[src/hw/rtl/stsm_pkg.sv]
`timescale 1ns / 1ps
// ----------------------------------------------------------------------------
// stsm_pkg
// Shared types and constants of the sparse template score map core.
// ----------------------------------------------------------------------------
package stsm_pkg;

	localparam int MAX_MAPS      = 16;
	localparam int MAX_ROWS      = 64;
	localparam int MAX_COLS      = 64;
	localparam int MAX_TEMPLATES = 4;
	localparam int MAX_ELEMENTS  = 64;

	localparam int MAP_AW    = 16;
	localparam int MAP_W     = 16;
	localparam int ELEM_AW   = 8;
	localparam int ELEM_W    = 40;
	localparam int ACC_W     = 38;
	localparam int RND_W     = ACC_W - 12;
	localparam int DIV_STEPS = 7;

	typedef enum logic [1:0] {
		REQ_MAP   = 2'd0,
		REQ_ELEM  = 2'd1,
		REQ_QUERY = 2'd2,
		REQ_NONE  = 2'd3
	} req_t;

	typedef enum logic [1:0] {
		PS_COMPUTED = 2'd0,
		PS_MARGIN   = 2'd1,
		PS_OUTSIDE  = 2'd2,
		PS_BADMAP   = 2'd3
	} pstat_t;

	typedef enum logic [2:0] {
		S_IDLE,
		S_DIV,
		S_MARG,
		S_CHECK,
		S_RUN,
		S_DRAIN,
		S_RND,
		S_EMIT
	} state_t;

	localparam logic [2:0] REG_MAP_ROWS  = 3'd0;
	localparam logic [2:0] REG_MAP_COLS  = 3'd1;
	localparam logic [2:0] REG_SUBSAMPLE = 3'd2;
	localparam logic [2:0] REG_TPP       = 3'd3;
	localparam logic [2:0] REG_LOG_NORM  = 3'd4;
	localparam logic [2:0] REG_MARGIN    = 3'd5;

	typedef struct packed {
		logic [6:0]         map_rows;
		logic [6:0]         map_cols;
		logic [6:0]         subsample;
		logic [4:0]         tpp;
		logic signed [31:0] log_norm;
		logic [15:0]        margin_ratio;
	} cfg_t;

	typedef struct packed {
		logic       map_wr;
		logic       elem_wr;
		logic       q_load;
		logic       div_step;
		logic       marg_load;
		logic       issue;
		logic [5:0] elem_idx;
		logic       rnd;
		logic       emit;
		pstat_t     emit_status;
	} cmd_t;

	typedef struct packed {
		logic       outside;
		logic       margin;
		logic       pipe_empty;
		logic       bad;
		logic [6:0] elem_count;
	} sts_t;

endpackage

[src/hw/rtl/stsm_ctrl.sv]
`timescale 1ns / 1ps
// ----------------------------------------------------------------------------
// stsm_ctrl
// Request sequencer: accepts requests, steps the divider, walks the elements.
// ----------------------------------------------------------------------------
module stsm_ctrl import stsm_pkg::*; (
	input  logic       clk,
	input  logic       arst_n,
	input  logic       start,
	input  logic [1:0] req_type,
	input  sts_t       sts,
	output logic       busy,
	output cmd_t       cmd
);

	state_t     state_q, state_d;
	logic [2:0] cnt_q;
	logic [6:0] idx_q;
	logic       accept;

	assign accept = start && (state_q == S_IDLE);
	assign busy   = (state_q != S_IDLE);

	always_comb begin
		state_d = state_q;
		unique case (state_q)
			S_IDLE: begin
				if (accept && req_type == REQ_QUERY) state_d = S_DIV;
			end
			S_DIV: begin
				if (cnt_q == 3'(DIV_STEPS - 1)) state_d = S_MARG;
			end
			S_MARG: state_d = S_CHECK;
			S_CHECK: begin
				if (sts.outside || sts.margin) state_d = S_IDLE;
				else if (sts.elem_count == 7'd0) state_d = S_DRAIN;
				else state_d = S_RUN;
			end
			S_RUN: begin
				if (idx_q + 7'd1 >= sts.elem_count) state_d = S_DRAIN;
			end
			S_DRAIN: begin
				if (sts.pipe_empty) state_d = S_RND;
			end
			S_RND:  state_d = S_EMIT;
			S_EMIT: state_d = S_IDLE;
			default: state_d = S_IDLE;
		endcase
	end

	always_comb begin
		cmd = '0;
		cmd.emit_status = PS_COMPUTED;
		unique case (state_q)
			S_IDLE: begin
				cmd.map_wr  = accept && (req_type == REQ_MAP);
				cmd.elem_wr = accept && (req_type == REQ_ELEM);
				cmd.q_load  = accept && (req_type == REQ_QUERY);
			end
			S_DIV:  cmd.div_step  = 1'b1;
			S_MARG: cmd.marg_load = 1'b1;
			S_CHECK: begin
				if (sts.outside) begin
					cmd.emit        = 1'b1;
					cmd.emit_status = PS_OUTSIDE;
				end else if (sts.margin) begin
					cmd.emit        = 1'b1;
					cmd.emit_status = PS_MARGIN;
				end
			end
			S_RUN: begin
				cmd.issue    = 1'b1;
				cmd.elem_idx = idx_q[5:0];
			end
			S_DRAIN: ;
			S_RND: cmd.rnd = 1'b1;
			S_EMIT: begin
				cmd.emit        = 1'b1;
				cmd.emit_status = sts.bad ? PS_BADMAP : PS_COMPUTED;
			end
			default: ;
		endcase
	end

	always_ff @(posedge clk or negedge arst_n) begin
		if (!arst_n) begin
			state_q <= S_IDLE;
			cnt_q   <= '0;
			idx_q   <= '0;
		end else begin
			state_q <= state_d;
			cnt_q   <= (state_q == S_DIV) ? cnt_q + 3'd1 : 3'd0;
			idx_q   <= (state_q == S_RUN) ? idx_q + 7'd1 : 7'd0;
		end
	end

endmodule

[config.mk]
export PLATFORM = sky130hd
export DESIGN_NAME = stsm_ctrl
export DESIGN_NICKNAME = d
export VERILOG_FILES = /design/src/hw/rtl/stsm_pkg.sv /design/src/hw/rtl/stsm_ctrl.sv
export SDC_FILE = /design/constraint.sdc
export NUM_CORES = 1
export LEC_CHECK = 0
export ABC_CLOCK_PERIOD_IN_PS = 1700
export BUFFER_PORTS_ARGS = -buffer_cell sky130_fd_sc_hd__buf_2
export CAP_MARGIN = 20
export CORE_MARGIN = 8
export CORE_UTILIZATION = 46
export CTS_BUF_LIST = sky130_fd_sc_hd__clkbuf_8
export CTS_CLUSTER_DIAMETER = 50
export DETAILED_ROUTE_END_ITERATION = 7
export PLACE_DENSITY = 0.78
export SETUP_SLACK_MARGIN = 0.3
export SYNTH_ARGS = -nofsm -noshare
export SYNTH_HDL_FRONTEND = slang
export SYNTH_SLANG_ARGS = --single-unit
export TNS_END_PERCENT = 100
[constraint.sdc]
create_clock -name clk -period 1.7 [get_ports clk]
set_input_delay 0 -clock clk [delete_from_list [all_inputs] [get_ports clk]]
set_output_delay 0 -clock clk [all_outputs]
set_load 0.01 [all_outputs]
==> impl_metrics.ini <==
[logic_synthesis]
synth.most_common_cell = dfrtp_1
synth_ff_type = dfrtp_1
syn_nets = 131
synth_top_area_share_pct = 34.7
ys_seq_area_share_pct = 34.7
synth_edf_count = 0
synth.area.top_cells = dfrtp_1 (35%), ha_1 (13%), and2_1 (8.0%), nor2_1 (4.4%), inv_1 (4.0%)
synth_simple_gate_area_share_pct = 31.4
synth_top_family_by_area = simple AND/OR/NAND/NOR gates
synthTopCellsByCount = dfrtp_1 (13), and2_1 (12), nor2_1 (11)
yosys.area.top_type = dfrtp_1
synth_xor_area_share_pct = 5.61
synth_cell_types = 31
synth_compound_area_share_pct = 7.21
async_flop_share_pct = 100
synth_warnings = 0
netlist_area_um2 = 937
synth_fa_ha_area_share_pct = 13.4
ys_ff_latch = 13
syn_inst = 105
synthMuxAreaShare_pct = 1.20
avgSynthCellArea_um2 = 8.93

[route]
via_per_inst = 5.20
drtPass1Iterations = 5
vias = 941
ant_nets = 0
drc = 0
wl_per_cell_um = 16.0
drt_iter0_markers = 24
drt-total-wl_um = 2890

[setup_path]
critPathMaxStageDelay_ps = 430
path_max_fanout = 2
crit_family = adder cells
r2r_cells = 9
crit_required_ps = 1840
cp-start-kind = flip-flop
path_cells = ha_4 > nand3_4 > nor2_4 > xor2_2 > ha_1 > and4_1 > o21ai_1 > o221ai_2 > and3_1
slowest_stage = dfrtp_1
endpoint_kind = flip-flop
r2r-end = state_q[0]$_DFFE_PN0P_
cp_num_cells = 9
critPathBufInv = 0
critPathKind = reg2reg
arrival_ps = 2050
rrSetupSlack_ps = -210
r2r-start = idx_q[0]$_DFF_PN0_

[floorplanning]
die_w_um = 61.1
core_region_area_mm2 = 0.00194
io_pins = 33
start_util_pct = 48.3
rows = 16
fp.dieH_um = 61.1
dieArea_mm2 = 0.00374

[flow_run]
maxCapViolCount = 0

[grt]
overflow = 0
grt.total_usage_pct = 16.4
grt_pass1_vias = 961
grt_pass1_wl_um = 4520
antenna_found_initial = 0
grt_max_degree = 14

[finish]
area_growth_syn_to_layout_pct = 51.8
drive_gt1_share_pct = 46.8
nFillCells = 134
fin_nets = 181
n_antenna_cell = 0

[placed_design]
pre_cts_ws_ps = -178
hpwl_um = 1850
port_buffers = 32
routabilityCongestion = 0.950

[outcome]
status = complete, but fails checks
violations = setup timing

[power]
leakagePower_nw = 0.767
power_density_mw_per_mm2 = 915
vdd_ir_drop_max_uv = 858

[sta]
slew_violations = 0
layout_setup_ws_ps = -213
finalClockSkew_ps = 1.86
relSlewSlack_pct = 78.8
timing.setup.tns_ps = -213
period_share_pct = 113
setup_violations = 1
hold_viol = 0
whs_ps = 165
finalCriticalPeriod_ps = 1910
fmaxAchievable_mhz = 523
rsz0062_at_grt = true
tightestPinTransition_ps = 316

[clock_network]
cts.sinks = 13
cts_tree = built
clk_latency_ps = 250
cts_buffer_depth = 2
cts-root-buf = clkbuf_8
cts_max_level = 1
cts_buffers = 3
path_clk_slew_ps = 60

[worst_hold_path]
hold_class = in2async
cell type report:
class	count	area [µm²]	share of cell area, %
Inverter	12	47.5	3.34
Multi-Input combinational cell	78	687	48.3
Sequential cell	13	327	23.0
Timing Repair Buffer	47	283	19.9
Tap cell	27	33.8	2.37
Clock inverter	1	3.75	0.264
Clock buffer	3	41.3	2.90
worst max path at each step:
stage / start / to / slack, ps
after floorplan: idx_q[0]$_DFF_PN0_ / state_q[0]$_DFFE_PN0P_ / -120
after global placement: idx_q[1]$_DFF_PN0_ / state_q[0]$_DFFE_PN0P_ / -110
after detailed placement: idx_q[1]$_DFF_PN0_ / state_q[0]$_DFFE_PN0P_ / -180
after CTS: idx_q[0]$_DFF_PN0_ / state_q[0]$_DFFE_PN0P_ / -130
after global routing: idx_q[1]$_DFF_PN0_ / state_q[0]$_DFFE_PN0P_ / -250
final: idx_q[0]$_DFF_PN0_ / state_q[0]$_DFFE_PN0P_ / -210
state kept, by name, summed over array words and instances, names as in the netlist:
| name | flops |
|---|---|
| idx_q | 7 |
| cnt_q | 3 |
| state_q | 3 |
through the flow:
stage | std cells | area (µm²) | util, % | total power, mW
floorplan | 105 | 945 | - | 0.753
global placement | 169 | 1170 | 60.5 | 0.900
detailed placement | 169 | 1170 | 60.5 | 0.916
CTS | 181 | 1370 | 70.7 | 1.25
global route | 181 | 1420 | 73.3 | 1.39
finish | 181 | 1420 | 73.3 | 1.30
per-layer routing:
layer	wire [µm]	GRT usage (%)
met1	1130	18.2
met5	0	0
met3	125	2.09
met2	1520	29.0
met4	106	9.63
cells in the final DEF (no fill, tap or decap), types with 2 or more instances in the layout:
cell      Yosys  routed
buf_2         1      32
and2_1       12      12
dfrtp_1      13      12
buf_4         0      12
inv_1        10      11
nor2_1       11      10
nand2_1      10      10
ha_1         10       8
clkbuf_8      0       3
nand3_4       0       2
xnor2_4       0       2
a21oi_1       3       2
nor4b_2       1       2
o21ai_0       3       2
ha_4          0       2
buf_6         1       2
logic make-up after synthesis:
group | count (synthesis)
mux | 1
flops | 13
buf+inv | 14
xor+xnor | 6
fa+ha+maj | 10
compound gates | 10
simple gates | 51
power by group:
part           internal [mW]  total (mW)  leakage, nW  switching [mW]
Sequential             0.375       0.463        0.173          0.0885
Combinational          0.254       0.556        0.567           0.303
Clock                  0.160       0.283       0.0269           0.123
repair_timing:
| item | in CTS | in global routing |
|---|---|---|
| hold endpoints to repair | 13 | 0 |
| endpoints found under the setup margin | 9 | 9 |
| hold buffers | 1 | 0 |
| buffers inserted | 7 | 0 |
| gates resized for setup | 16 | 6 |
| pin swaps | 8 | 4 |
Note: power is estimated with default switching activity, not from simulation.
